<file path="config.mk">
export PLATFORM = sky130hd
export DESIGN_NAME = midi_meta_event_parser_flat
export DESIGN_NICKNAME = d
export VERILOG_FILES = /design/src/sv/mmep_pkg.sv /design/src/sv/mmep_byte_if.sv /design/src/sv/mmep_rec_if.sv /design/src/sv/midi_meta_event_parser.sv /design/src/sv/mmep_parse.sv /design/src/flat_wrapper.sv
export SDC_FILE = /design/constraint.sdc
export NUM_CORES = 1
export LEC_CHECK = 0
export ABC_CLOCK_PERIOD_IN_PS = 9850
export BUFFER_PORTS_ARGS = -buffer_cell sky130_fd_sc_hd__buf_2
export CORE_MARGIN = 10
export CORE_UTILIZATION = 45
export DETAILED_ROUTE_END_ITERATION = 8
export GPL_ROUTABILITY_DRIVEN = 0
export GPL_TIMING_DRIVEN = 0
export PLACE_DENSITY_LB_ADDON = 0.2
export SYNTH_ARGS = -nofsm -noshare
export SYNTH_HDL_FRONTEND = slang
export SYNTH_SLANG_ARGS = --single-unit
export TNS_END_PERCENT = 10
</file>
<file path="constraint.sdc">
create_clock -name clk -period 9.85 [get_ports clk]
set_input_delay 1.4775 -clock clk [delete_from_list [all_inputs] [get_ports clk]]
set_output_delay 1.4775 -clock clk [all_outputs]
set_load 0.01 [all_outputs]
</file>
<file path="src/sv/mmep_pkg.sv">
package mmep_pkg;

    localparam int MAX_LENGTH_BYTES = 4;

    localparam logic [7:0] MARKER = 8'hFF;
    localparam logic [7:0] TYPE_SEQ_SPECIFIC = 8'h7F;

    localparam logic [1:0] PH_IDLE    = 2'd0;
    localparam logic [1:0] PH_TYPE    = 2'd1;
    localparam logic [1:0] PH_LEN     = 2'd2;
    localparam logic [1:0] PH_PAYLOAD = 2'd3;

    localparam logic [1:0] KIND_STREAM = 2'd0;
    localparam logic [1:0] KIND_FIXED  = 2'd1;
    localparam logic [1:0] KIND_ERROR  = 2'd2;

    localparam logic [2:0] ERR_NONE        = 3'd0;
    localparam logic [2:0] ERR_NO_MARKER   = 3'd1;
    localparam logic [2:0] ERR_BAD_LENGTH  = 3'd2;
    localparam logic [2:0] ERR_ZERO_OPAQUE = 3'd3;
    localparam logic [2:0] ERR_OVERLONG    = 3'd4;

    typedef struct packed {
        logic [1:0]  record_kind;
        logic [7:0]  meta_type;
        logic [2:0]  error_code;
        logic [7:0]  data_byte;
        logic [39:0] fixed_value;
        logic [2:0]  fixed_count;
        logic [27:0] payload_length;
        logic        last;
    } rec_t;

    typedef struct packed {
        logic       is_fixed;
        logic [2:0] need;
    } fixed_len_t;

    function automatic fixed_len_t fixed_len(input logic [7:0] t);
        fixed_len_t r;
        r.is_fixed = 1'b1;
        r.need     = 3'd0;
        case (t)
            8'h00:   r.need = 3'd2;
            8'h20:   r.need = 3'd1;
            8'h2F:   r.need = 3'd0;
            8'h51:   r.need = 3'd3;
            8'h54:   r.need = 3'd5;
            8'h58:   r.need = 3'd4;
            8'h59:   r.need = 3'd2;
            default: r.is_fixed = 1'b0;
        endcase
        return r;
    endfunction

endpackage

</file>
<file path="src/sv/mmep_byte_if.sv">
interface mmep_byte_if;
    logic       valid;
    logic       ready;
    logic [7:0] in_byte;

    modport source (output valid, output in_byte, input ready);
    modport sink (input valid, input in_byte, output ready);
endinterface

</file>
<file path="src/sv/mmep_rec_if.sv">
interface mmep_rec_if;
    logic        valid;
    logic        ready;
    logic [1:0]  record_kind;
    logic [7:0]  meta_type;
    logic [2:0]  error_code;
    logic [7:0]  data_byte;
    logic [39:0] fixed_value;
    logic [2:0]  fixed_count;
    logic [27:0] payload_length;
    logic        last;

    modport source (
        output valid, output record_kind, output meta_type, output error_code,
        output data_byte, output fixed_value, output fixed_count,
        output payload_length, output last, input ready
    );
    modport sink (
        input valid, input record_kind, input meta_type, input error_code,
        input data_byte, input fixed_value, input fixed_count,
        input payload_length, input last, output ready
    );
endinterface

</file>
<file path="src/sv/midi_meta_event_parser.sv">
// A result is registered in the output register and appears there in the cycle after the byte that causes it.
// Throughput: one byte per cycle; a new byte is taken while a result is held, as long as
// that result is taken in the same cycle.
// Reset (rst_n, async, active low): parser idle awaiting the 0xFF marker, all event state
// cleared, output register empty.
module midi_meta_event_parser (
    input  logic        clk,
    input  logic        rst_n,
    mmep_byte_if.sink   byte_in,
    mmep_rec_if.source  rec_out
);

    logic           step;
    logic           res_valid;
    mmep_pkg::rec_t res;
    logic           out_valid_reg;
    mmep_pkg::rec_t rec_reg;

    assign byte_in.ready = !out_valid_reg || rec_out.ready;
    assign step          = byte_in.valid && byte_in.ready;

    mmep_parse u_parse (
        .clk       (clk),
        .rst_n     (rst_n),
        .step      (step),
        .din       (byte_in.in_byte),
        .res_valid (res_valid),
        .res       (res)
    );

    always_ff @(posedge clk or negedge rst_n)
    begin
        if (!rst_n)
        begin
            out_valid_reg <= 1'b0;
        end
        else if (step)
        begin
            out_valid_reg <= res_valid;
        end
        else if (rec_out.ready)
        begin
            out_valid_reg <= 1'b0;
        end
    end

    always_ff @(posedge clk)
    begin
        if (step && res_valid)
        begin
            rec_reg <= res;
        end
    end

    assign rec_out.valid          = out_valid_reg;
    assign rec_out.record_kind    = rec_reg.record_kind;
    assign rec_out.meta_type      = rec_reg.meta_type;
    assign rec_out.error_code     = rec_reg.error_code;
    assign rec_out.data_byte      = rec_reg.data_byte;
    assign rec_out.fixed_value    = rec_reg.fixed_value;
    assign rec_out.fixed_count    = rec_reg.fixed_count;
    assign rec_out.payload_length = rec_reg.payload_length;
    assign rec_out.last           = rec_reg.last;

    a_error_last: assert property (@(posedge clk) disable iff (!rst_n)
        out_valid_reg && (rec_reg.record_kind == mmep_pkg::KIND_ERROR)
        |-> rec_reg.last && (rec_reg.error_code != mmep_pkg::ERR_NONE))
        else $error("error item without last or code");

    a_fixed_clean: assert property (@(posedge clk) disable iff (!rst_n)
        out_valid_reg && (rec_reg.record_kind == mmep_pkg::KIND_FIXED)
        |-> rec_reg.last && (rec_reg.error_code == mmep_pkg::ERR_NONE)
            && (rec_reg.data_byte == 8'd0) && (rec_reg.fixed_count <= 3'd5))
        else $error("malformed fixed item");

    a_stream_clean: assert property (@(posedge clk) disable iff (!rst_n)
        out_valid_reg && (rec_reg.record_kind == mmep_pkg::KIND_STREAM)
        |-> (rec_reg.fixed_value == 40'd0) && (rec_reg.fixed_count == 3'd0)
            && (rec_reg.payload_length != 28'd0))
        else $error("malformed streamed item");

    a_no_result_drop: assert property (@(posedge clk) disable iff (!rst_n)
        out_valid_reg && !rec_out.ready |=> out_valid_reg)
        else $error("held item dropped");

endmodule

</file>
<file path="src/sv/mmep_parse.sv">
module mmep_parse (
    input  logic               clk,
    input  logic               rst_n,
    input  logic               step,
    input  logic [7:0]         din,
    output logic               res_valid,
    output mmep_pkg::rec_t     res
);

    logic [1:0]  phase_reg,   phase_next;
    logic [7:0]  type_reg,    type_next;
    logic [27:0] accum_reg,   accum_next;
    logic [2:0]  seen_reg,    seen_next;
    logic [27:0] remain_reg,  remain_next;
    logic [39:0] packed_reg,  packed_next;
    logic [2:0]  count_reg,   count_next;

    mmep_pkg::fixed_len_t fl;
    logic [27:0] acc_shift;
    logic [2:0]  seen_inc;
    logic [27:0] remain_dec;
    logic [39:0] packed_shift;
    logic [2:0]  count_inc;

    assign fl           = mmep_pkg::fixed_len(type_reg);
    assign acc_shift    = {accum_reg[20:0], din[6:0]};
    assign seen_inc     = seen_reg + 3'd1;
    assign remain_dec   = (remain_reg != 28'd0) ? remain_reg - 28'd1 : 28'd0;
    assign packed_shift = {packed_reg[31:0], din};
    assign count_inc    = count_reg + 3'd1;

    always_comb
    begin
        phase_next  = phase_reg;
        type_next   = type_reg;
        accum_next  = accum_reg;
        seen_next   = seen_reg;
        remain_next = remain_reg;
        packed_next = packed_reg;
        count_next  = count_reg;
        res_valid   = 1'b0;
        res         = '0;
        res.meta_type = type_reg;
        case (phase_reg)
            mmep_pkg::PH_IDLE:
            begin
                if (din != mmep_pkg::MARKER)
                begin
                    res_valid       = 1'b1;
                    res.record_kind = mmep_pkg::KIND_ERROR;
                    res.meta_type   = 8'd0;
                    res.error_code  = mmep_pkg::ERR_NO_MARKER;
                    res.last        = 1'b1;
                end
                else
                begin
                    phase_next = mmep_pkg::PH_TYPE;
                end
            end
            mmep_pkg::PH_TYPE:
            begin
                type_next   = din;
                accum_next  = '0;
                seen_next   = '0;
                remain_next = '0;
                packed_next = '0;
                count_next  = '0;
                phase_next  = mmep_pkg::PH_LEN;
            end
            mmep_pkg::PH_LEN:
            begin
                res.record_kind = mmep_pkg::KIND_ERROR;
                res.last        = 1'b1;
                if (accum_reg[27:21] != 7'd0)
                begin
                    res_valid      = 1'b1;
                    res.error_code = mmep_pkg::ERR_OVERLONG;
                    phase_next     = mmep_pkg::PH_IDLE;
                end
                else
                begin
                    accum_next = acc_shift;
                    seen_next  = seen_inc;
                    if (din[7])
                    begin
                        if (({1'b0, seen_inc} >= 4'(mmep_pkg::MAX_LENGTH_BYTES))
                            || (seen_inc == 3'd0))
                        begin
                            res_valid      = 1'b1;
                            res.error_code = mmep_pkg::ERR_OVERLONG;
                            phase_next     = mmep_pkg::PH_IDLE;
                        end
                    end
                    else if (fl.is_fixed && (acc_shift != {25'd0, fl.need}))
                    begin
                        res_valid          = 1'b1;
                        res.error_code     = mmep_pkg::ERR_BAD_LENGTH;
                        res.payload_length = acc_shift;
                        phase_next         = mmep_pkg::PH_IDLE;
                    end
                    else if ((type_reg == mmep_pkg::TYPE_SEQ_SPECIFIC)
                             && (acc_shift == 28'd0))
                    begin
                        res_valid      = 1'b1;
                        res.error_code = mmep_pkg::ERR_ZERO_OPAQUE;
                        phase_next     = mmep_pkg::PH_IDLE;
                    end
                    else if (acc_shift == 28'd0)
                    begin
                        res_valid       = 1'b1;
                        res.record_kind = mmep_pkg::KIND_FIXED;
                        phase_next      = mmep_pkg::PH_IDLE;
                    end
                    else
                    begin
                        remain_next = acc_shift;
                        phase_next  = mmep_pkg::PH_PAYLOAD;
                    end
                end
            end
            default:
            begin
                remain_next        = remain_dec;
                res.payload_length = accum_reg;
                res.last           = (remain_dec == 28'd0);
                if (fl.is_fixed)
                begin
                    packed_next = packed_shift;
                    count_next  = count_inc;
                    if (remain_dec == 28'd0)
                    begin
                        res_valid       = 1'b1;
                        res.record_kind = mmep_pkg::KIND_FIXED;
                        res.fixed_value = packed_shift;
                        res.fixed_count = count_inc;
                        phase_next      = mmep_pkg::PH_IDLE;
                    end
                end
                else
                begin
                    res_valid       = 1'b1;
                    res.record_kind = mmep_pkg::KIND_STREAM;
                    res.data_byte   = din;
                    if (remain_dec == 28'd0)
                    begin
                        phase_next = mmep_pkg::PH_IDLE;
                    end
                end
            end
        endcase
        if (!step)
        begin
            res_valid = 1'b0;
        end
    end

    always_ff @(posedge clk or negedge rst_n)
    begin
        if (!rst_n)
        begin
            phase_reg  <= mmep_pkg::PH_IDLE;
            type_reg   <= '0;
            accum_reg  <= '0;
            seen_reg   <= '0;
            remain_reg <= '0;
            packed_reg <= '0;
            count_reg  <= '0;
        end
        else if (step)
        begin
            phase_reg  <= phase_next;
            type_reg   <= type_next;
            accum_reg  <= accum_next;
            seen_reg   <= seen_next;
            remain_reg <= remain_next;
            packed_reg <= packed_next;
            count_reg  <= count_next;
        end
    end

endmodule

</file>
<file path="src/flat_wrapper.sv">
// flat-port wrapper written by rule: the top's interface ports become plain ports
module midi_meta_event_parser_flat 
  (clk, rst_n, byte_in_valid, byte_in_in_byte, byte_in_ready, rec_out_valid, rec_out_record_kind, rec_out_meta_type, rec_out_error_code, rec_out_data_byte, rec_out_fixed_value, rec_out_fixed_count, rec_out_payload_length, rec_out_last, rec_out_ready);
  mmep_byte_if byte_in_i ();
  mmep_rec_if rec_out_i ();
  input  logic clk;
  input  logic rst_n;
  input wire logic [$bits(byte_in_i.valid)-1:0] byte_in_valid;
  input wire logic [$bits(byte_in_i.in_byte)-1:0] byte_in_in_byte;
  output wire logic [$bits(byte_in_i.ready)-1:0] byte_in_ready;
  output wire logic [$bits(rec_out_i.valid)-1:0] rec_out_valid;
  output wire logic [$bits(rec_out_i.record_kind)-1:0] rec_out_record_kind;
  output wire logic [$bits(rec_out_i.meta_type)-1:0] rec_out_meta_type;
  output wire logic [$bits(rec_out_i.error_code)-1:0] rec_out_error_code;
  output wire logic [$bits(rec_out_i.data_byte)-1:0] rec_out_data_byte;
  output wire logic [$bits(rec_out_i.fixed_value)-1:0] rec_out_fixed_value;
  output wire logic [$bits(rec_out_i.fixed_count)-1:0] rec_out_fixed_count;
  output wire logic [$bits(rec_out_i.payload_length)-1:0] rec_out_payload_length;
  output wire logic [$bits(rec_out_i.last)-1:0] rec_out_last;
  input wire logic [$bits(rec_out_i.ready)-1:0] rec_out_ready;
  assign byte_in_i.valid = byte_in_valid;
  assign byte_in_i.in_byte = byte_in_in_byte;
  assign byte_in_ready = byte_in_i.ready;
  assign rec_out_valid = rec_out_i.valid;
  assign rec_out_record_kind = rec_out_i.record_kind;
  assign rec_out_meta_type = rec_out_i.meta_type;
  assign rec_out_error_code = rec_out_i.error_code;
  assign rec_out_data_byte = rec_out_i.data_byte;
  assign rec_out_fixed_value = rec_out_i.fixed_value;
  assign rec_out_fixed_count = rec_out_i.fixed_count;
  assign rec_out_payload_length = rec_out_i.payload_length;
  assign rec_out_last = rec_out_i.last;
  assign rec_out_i.ready = rec_out_ready;
  midi_meta_event_parser u_core (.clk(clk), .rst_n(rst_n), .byte_in(byte_in_i), .rec_out(rec_out_i));
endmodule
</file>
==> flow_summary.json, run 1 <==
{
  "drive_above_1_share_pct": 17.1,
  "fin_tns_setup_ns": 0,
  "rsz0062_at_grt": "false",
  "wirelength_um": 24700,
  "synth_edf_count": 93,
  "synth_cells": 830,
  "finalNonFillerCells": 1238,
  "htree_levels": 4,
  "core-area_mm2": 0.0202,
  "io_pins": 107,
  "rrSetupSlack_ns": 4.94,
  "p_leak_nw": 4.47,
  "drv_slew": 0,
  "report.final.hold_viol_count": 0,
  "grt_pass1_vias": 6771,
  "cts_buffers": 17,
  "grt_usage_pct": 18.4,
  "wl_met2_um": 12300,
  "wire_per_inst_um": 20.0,
  "dp.cells": 1206,
  "grt_max_degree": 62,
  "fin_crit_ns": 4.91,
  "die_width_um": 163,
  "powerDensity_mw_per_mm2": 336,
  "hold_end": "u_core.u_parse.packed_reg[31]$_DFFE_PN0P_",
  "hold-worst-slack_ns": 0.461,
  "reg2reg_from": "u_core.u_parse.remain_reg[0]$_DFFE_PN0P_",
  "post_cts_resized": 0,
  "r2r-end": "u_core.rec_out.fixed_value[30]$_SDFFCE_PP0P_",
  "startpoint_type": "flip-flop",
  "syn_avg_cell_area_um2": 11.1,
  "critPathKind": "reg -> reg",
  "fmax_mhz": 204,
  "dr.pass1.iters": 6,
  "synth_area_mm2": 0.00921,
  "yosys.cell_types.count": 56,
  "yosysTopAreaCell": "edfxtp_1",
  "cts_buffer_depth": 2,
  "synth_top_area_share_pct": 30.3,
  "cts_tree": "done",
  "final_cell_mix": "105 x dfrtp_1, 99 x buf_2, 93 x edfxtp_1",
  "dp_hpwl_um": 17700,
  "fin_util_pct": 53.5,
  "die_h_um": 163,
  "die_area_mm2": 0.0266,
  "grt_overflow": 0,
  "setup_violations": 0,
  "largest_reg_flops": 40,
  "status": "complete, no violations",
  "min_period_over_period_pct": 49.9,
  "via_per_inst": 5.76,
  "first_iter_violations": 895,
  "num-fill-cells": 1785,
  "ys_ff_latch": 198,
  "drt-met1-wl_um": 10300,
  "synthTopCellsByArea": "edfxtp_1 30%, dfrtp_1 29%, a22o_1 5.5%, and2_1 4.0%, o21ai_0 3.5%",
  "arrival_ns": 5.05,
  "layout.cells.most_common": "dfrtp_1",
  "synth-async-reset-ratio_pct": 53.0,
  "routed.top_layer": "met4",
  "min_path_type": "reg -> reg",
  "yosysWarnings": 0,
  "wl_met3_um": 1570,
  "min_path_cells": 2,
  "cp_max_fo": 20,
  "clock-sinks": 198,
  "worstHoldStart": "u_core.u_parse.packed_reg[31]$_DFFE_PN0P_",
  "cts_root_buffer": "clkbuf_16",
  "clock-skew-final_ns": 0.0110,
  "ant_nets": 0,
  "placed_area_mm2": 0.0102,
  "tightest_slew_ns": 1.02,
  "r2r.worst_path.cells": 11,
  "fin_nets": 975,
  "path_clk_slew_ns": 0.08,
  "antenna_found_initial": 0,
  "hold_buffers": 0,
  "area_delta_synth_final_pct": 17.2,
  "synth_nets": 850,
  "n_antenna_cell": 0,
  "postCtsSetupBuffers": 0,
  "initial_utilization_pct": 45.7,
  "clock_latency_ns": 0.43,
  "ir_drop_mv": 0.148,
  "grt_pass1_wl_um": 38600,
  "max-cap-violations": 0,
  "worstPathRequired_ns": 9.98,
  "rows": 52,
  "io_buffer_count": 100,
  "drc": 0,
  "ys.flop_type": "dfrtp_1",
  "slew_headroom_pct": 32.2,
  "design_area_mm2": 0.0108,
  "yosysSeqAreaShare_pct": 58.9,
  "vias": 7133,
  "end_kind": "flip-flop"
}
synthesized netlist by cell type, types with 2 or more instances:
| master | number |
|---|---|
| a211oi_1 | 3 |
| a21o_1 | 3 |
| a21oi_1 | 29 |
| a22o_1 | 58 |
| a22oi_1 | 7 |
| a31oi_1 | 8 |
| a32oi_1 | 7 |
| and2_1 | 59 |
| and3_1 | 7 |
| buf_1 | 2 |
| buf_6 | 5 |
| clkbuf_1 | 51 |
| dfrtp_1 | 105 |
| edfxtp_1 | 93 |
| ha_1 | 8 |
| inv_1 | 13 |
| mux2_2 | 10 |
| nand2_1 | 86 |
| nand2b_1 | 3 |
| nand3_1 | 11 |
| nand3b_1 | 36 |
| nand4_1 | 5 |
| nand4b_1 | 2 |
| nor2_1 | 50 |
| nor2b_1 | 3 |
| nor3_1 | 23 |
| nor3b_1 | 2 |
| nor4_1 | 23 |
| nor4_2 | 4 |
| o2111ai_1 | 3 |
| o211ai_1 | 2 |
| o21a_1 | 2 |
| o21ai_0 | 65 |
| o31ai_1 | 2 |
| or2_2 | 2 |
| or3_1 | 4 |
| or4_1 | 7 |
| xnor2_1 | 8 |
| xor2_1 | 2 |
where the power goes:
| part | switching, W | internal [W] | total (W) |
|---|---|---|---|
| combinational | 0.000989 | 0.000529 | 0.00152 |
| sequential | 0.000226 | 0.00119 | 0.00141 |
| clock | 0.000355 | 0.000346 | 0.000701 |
| total | 0.00157 | 0.00206 | 0.00363 |
logic make-up after synthesis:
logic type,Yosys count,synth area share (%)
compound gates,203,15.3
xor+xnor,10,0.951
fa+ha+maj,8,1.09
buf+inv,71,3.30
flops,198,58.9
mux,10,1.22
simple gates,330,19.3
layer usage:
layer | GRT usage [%] | vias up
met5 | 0 | -
met4 | 5.04 | 0
met3 | 3.65 | 44
met2 | 31.5 | 274
met1 | 23.4 | 3488
li1 | - | 3327
through the flow:
step | setup slack, ns | power (W)
2_1_floorplan | 2.60 | 0.00238
3_3_place_gp | 0.347 | 0.00289
3_5_place_dp | 5.07 | 0.00291
4_1_cts | 5.10 | 0.00361
5_1_grt | 4.72 | 0.00385
6_report | 4.94 | 0.00363
worst max-delay path by stage:
| stage | cells after the start | start | slack (ns) | to |
|---|---|---|---|---|
| 2_1_floorplan | 7 | byte_in_in_byte[3] | 2.60 | u_core.rec_out.data_byte[0]$_SDFFCE_PP0P_ |
| 3_3_place_gp | 7 | byte_in_in_byte[5] | 0.35 | u_core.rec_out.payload_length[23]$_DFFE_PP_ |
| 3_5_place_dp | 9 | byte_in_in_byte[5] | 5.07 | u_core.rec_out.fixed_value[19]$_SDFFCE_PP0P_ |
| 4_1_cts | 11 | u_core.u_parse.remain_reg[0]$_DFFE_PN0P_ | 5.10 | u_core.rec_out.fixed_value[30]$_SDFFCE_PP0P_ |
| 5_1_grt | 11 | u_core.u_parse.remain_reg[0]$_DFFE_PN0P_ | 4.72 | u_core.rec_out.fixed_value[30]$_SDFFCE_PP0P_ |
| 6_report | 11 | u_core.u_parse.remain_reg[0]$_DFFE_PN0P_ | 4.94 | u_core.rec_out.fixed_value[30]$_SDFFCE_PP0P_ |
critical path, cell delays in order, from the launching register on:
cell	delay (ns)
dfrtp_1	0.44
inv_1	0.12
ha_1	0.25
nor3b_1	0.80
nand3_1	0.49
o31ai_1	0.40
o211ai_1	0.16
nor4_2	0.21
o2111ai_2	0.34
a221oi_4	0.94
buf_8	0.26
buf_8	0.19
layout make-up:
type                    instances  area [µm²]  share of cell area [%]
well taps                     270         338                    3.13
repair buffers                106         618                    5.73
inverters                      13        48.8                   0.452
flip-flops and latches        198        5420                    50.2
plain buffers                  58         255                    2.37
multi-input cells             561        3510                    32.5
clock buffers                  17         425                    3.94
clock inverters                15         178                    1.65
No activity file was read; power rests on OpenSTA's default activity.
==> run 2, diff against run 1 <==
Settings changed: ABC_CLOCK_PERIOD_IN_PS 9850 to 4500.
Clock period 9.85 ns to 4.5 ns, I/O delays scaled along.
==> run 2 against run 1 <==
Compared with the run above: global-route usage up 0.11 points; sequential share of layout area is 0.19 points lower; hold slack worse by 0.27 ns; clock power increased by 120%; power is 120% higher; setup slack worse by 4.6 ns; register-to-register slack got worse by 4.6 ns; combinational power up 120%; largest power group unchanged.
==> flow_summary.json, run 2 (synthesized netlist as in run 1, its figures left out) <==
{
  "status": "complete, no violations",
  "die_area_mm2": 0.0266,
  "vias": 7039,
  "cp_max_fo": 10,
  "placed_area_mm2": 0.0102,
  "rrSetupSlack_ns": 0.33,
  "rsz0062_at_grt": "false",
  "ant_nets": 0,
  "netSwitchingFraction_pct": 43.2,
  "fin_ws_ns": 0.326,
  "dr.pass1.iters": 5,
  "cts_buffer_depth": 2,
  "report.final.hold_viol_count": 0,
  "cts_tree": "done",
  "die_h_um": 163,
  "n_antenna_cell": 0,
  "max-cap-violations": 0,
  "hold_buffers": 0,
  "core-area_mm2": 0.0202,
  "wire_per_inst_um": 19.8,
  "grt_util_met3_pct": 3.85,
  "io_buffer_count": 100,
  "min_path_type": "in -> async",
  "num-fill-cells": 1819,
  "grt_usage_pct": 18.6,
  "critPathKind": "reg -> reg",
  "arrival_ns": 4.47,
  "path_clk_slew_ns": 0.08,
  "fin_nets": 976,
  "p_comb_share_pct": 42.2,
  "globalRouteMet1Util_pct": 23.8,
  "met2_usage_pct": 31.1,
  "slowest_delay_ns": 0.87,
  "grt_pass1_vias": 6840,
  "io_pins": 107,
  "setup_violations": 0,
  "slowest_stage": "a2111oi_4",
  "area_delta_synth_final_pct": 17.6,
  "cts_buffers": 17,
  "clock-sinks": 198,
  "dp_hpwl_um": 17700,
  "p_leak_nw": 4.48,
  "fin_crit_ns": 4.17,
  "drv_slew": 0,
  "tightest_slew_ns": 1.12,
  "min_period_over_period_pct": 92.8,
  "initial_utilization_pct": 45.7,
  "slew_headroom_pct": 24.9,
  "powerDensity_mw_per_mm2": 736,
  "p_int_w": 0.00452,
  "layout.cells.most_common": "dfrtp_1",
  "die_width_um": 163,
  "htree_levels": 4,
  "clock_latency_ns": 0.44,
  "drc": 0,
  "worstPathRequired_ns": 4.79,
  "final_cell_mix": "105 x dfrtp_1, 99 x buf_2, 93 x edfxtp_1",
  "grt_busiest_layer": "met2",
  "first_iter_violations": 724,
  "startpoint_type": "flip-flop",
  "grt_max_degree": 71,
  "rows": 52,
  "end_kind": "flip-flop",
  "p_clk_share_pct": 19.0,
  "p_sw_w": 0.00344,
  "wirelength_um": 24600,
  "grt_overflow": 0,
  "cts_root_buffer": "clkbuf_16",
  "grt_pass1_wl_um": 39000,
  "via_per_inst": 5.68,
  "crit_chain": "clkbuf_1, nor4_2, nand3_1, o21ai_0, nand3_1, nor4_2, o2111ai_2, a2111oi_4, buf_6, and2_1",
  "largest_reg_flops": 40,
  "antenna_found_initial": 0,
  "fmax_mhz": 240,
  "design_area_mm2": 0.0108,
  "drive_above_1_share_pct": 17.8,
  "post-place-ws_ns": -0.233,
  "clock-skew-final_ns": 0.0154,
  "ir_drop_mv": 0.290,
  "pwr-share-seq_pct": 38.8
}
==> run 2: area by class of cell <==
| cell class | count | area [µm²] | share of cell area [%] |
|---|---|---|---|
| Tap cell | 270 | 338 | 3.12 |
| Clock inverter | 15 | 173 | 1.59 |
| Timing Repair Buffer | 107 | 626 | 5.78 |
| Inverter | 13 | 48.8 | 0.450 |
| Multi-Input combinational cell | 561 | 3550 | 32.7 |
| Clock buffer | 17 | 425 | 3.93 |
| Buffer | 58 | 255 | 2.36 |
| Sequential cell | 198 | 5420 | 50.0 |
==> run 2: path summary, 6_finish.rpt <==
| path | cells after the start | startpoint | end |
|---|---|---|---|
| max | 10 | u_core.u_parse.remain_reg[11]$_DFFE_PN0P_ | u_core.rec_out.fixed_value[9]$_SDFFCE_PP0P_ |
| min | 1 | rst_n | u_core.u_parse.packed_reg[3]$_DFFE_PN0P_ |
| max reg2reg | 10 | u_core.u_parse.remain_reg[11]$_DFFE_PN0P_ | u_core.rec_out.fixed_value[9]$_SDFFCE_PP0P_ |
| min reg2reg | 2 | u_core.u_parse.packed_reg[27]$_DFFE_PN0P_ | u_core.u_parse.packed_reg[27]$_DFFE_PN0P_ |
| max in group asynchronous | 2 | rst_n | u_core.u_parse.type_reg[3]$_DFFE_PN0P_ |
| min in group clk | 2 | u_core.u_parse.packed_reg[27]$_DFFE_PN0P_ | u_core.u_parse.packed_reg[27]$_DFFE_PN0P_ |
==> run 2: layer usage <==
layer | vias up | routed length [µm]
li1 | 3328 | -
met1 | 3408 | 10400
met2 | 269 | 12200
met3 | 34 | 1550
met4 | 0 | 438
met5 | - | 0
==> run 2: critical path: cells and delay by family (launching register included) <==
kind,cells,cell delay (ns)
AO/OA/AOI/OAI,3,1.61
flip-flops,1,0.36
AND/OR/NAND/NOR,5,1.62
buffers and inverters,2,0.42
==> run 2: power groups by stage <==
stage                     Clock, W  Sequential, W  Combinational (W)
after detailed placement         0        0.00311            0.00331
after CTS                  0.00154        0.00308            0.00333
after global routing       0.00162        0.00316            0.00369
final                      0.00151        0.00309            0.00336
after global placement           0        0.00314            0.00319
after floorplan                  0        0.00311            0.00211
==> run 2: what timing repair did <==
action	4_1_cts	5_1_grt
endpoints found under the hold margin	0	0
setup buffers	1	0
resized for setup	2	0
setup endpoints to repair	55	0
==> run 2: stage by stage <==
| stage | TNS, ns | hold WS, ns | std cells | utilization, % | total power (W) |
|---|---|---|---|---|---|
| after global placement | -210.60 | 0.442 | 1200 | 50.0 | 0.00633 |
| after floorplan | -68.94 | 0.379 | 830 | - | 0.00523 |
| after global routing | 0 | 0.214 | 1239 | 53.7 | 0.00847 |
| after detailed placement | -6.64 | 0.448 | 1206 | 50.6 | 0.00642 |
| after CTS | 0 | 0.192 | 1239 | 53.7 | 0.00795 |
| final | 0 | 0.190 | 1239 | 53.7 | 0.00797 |
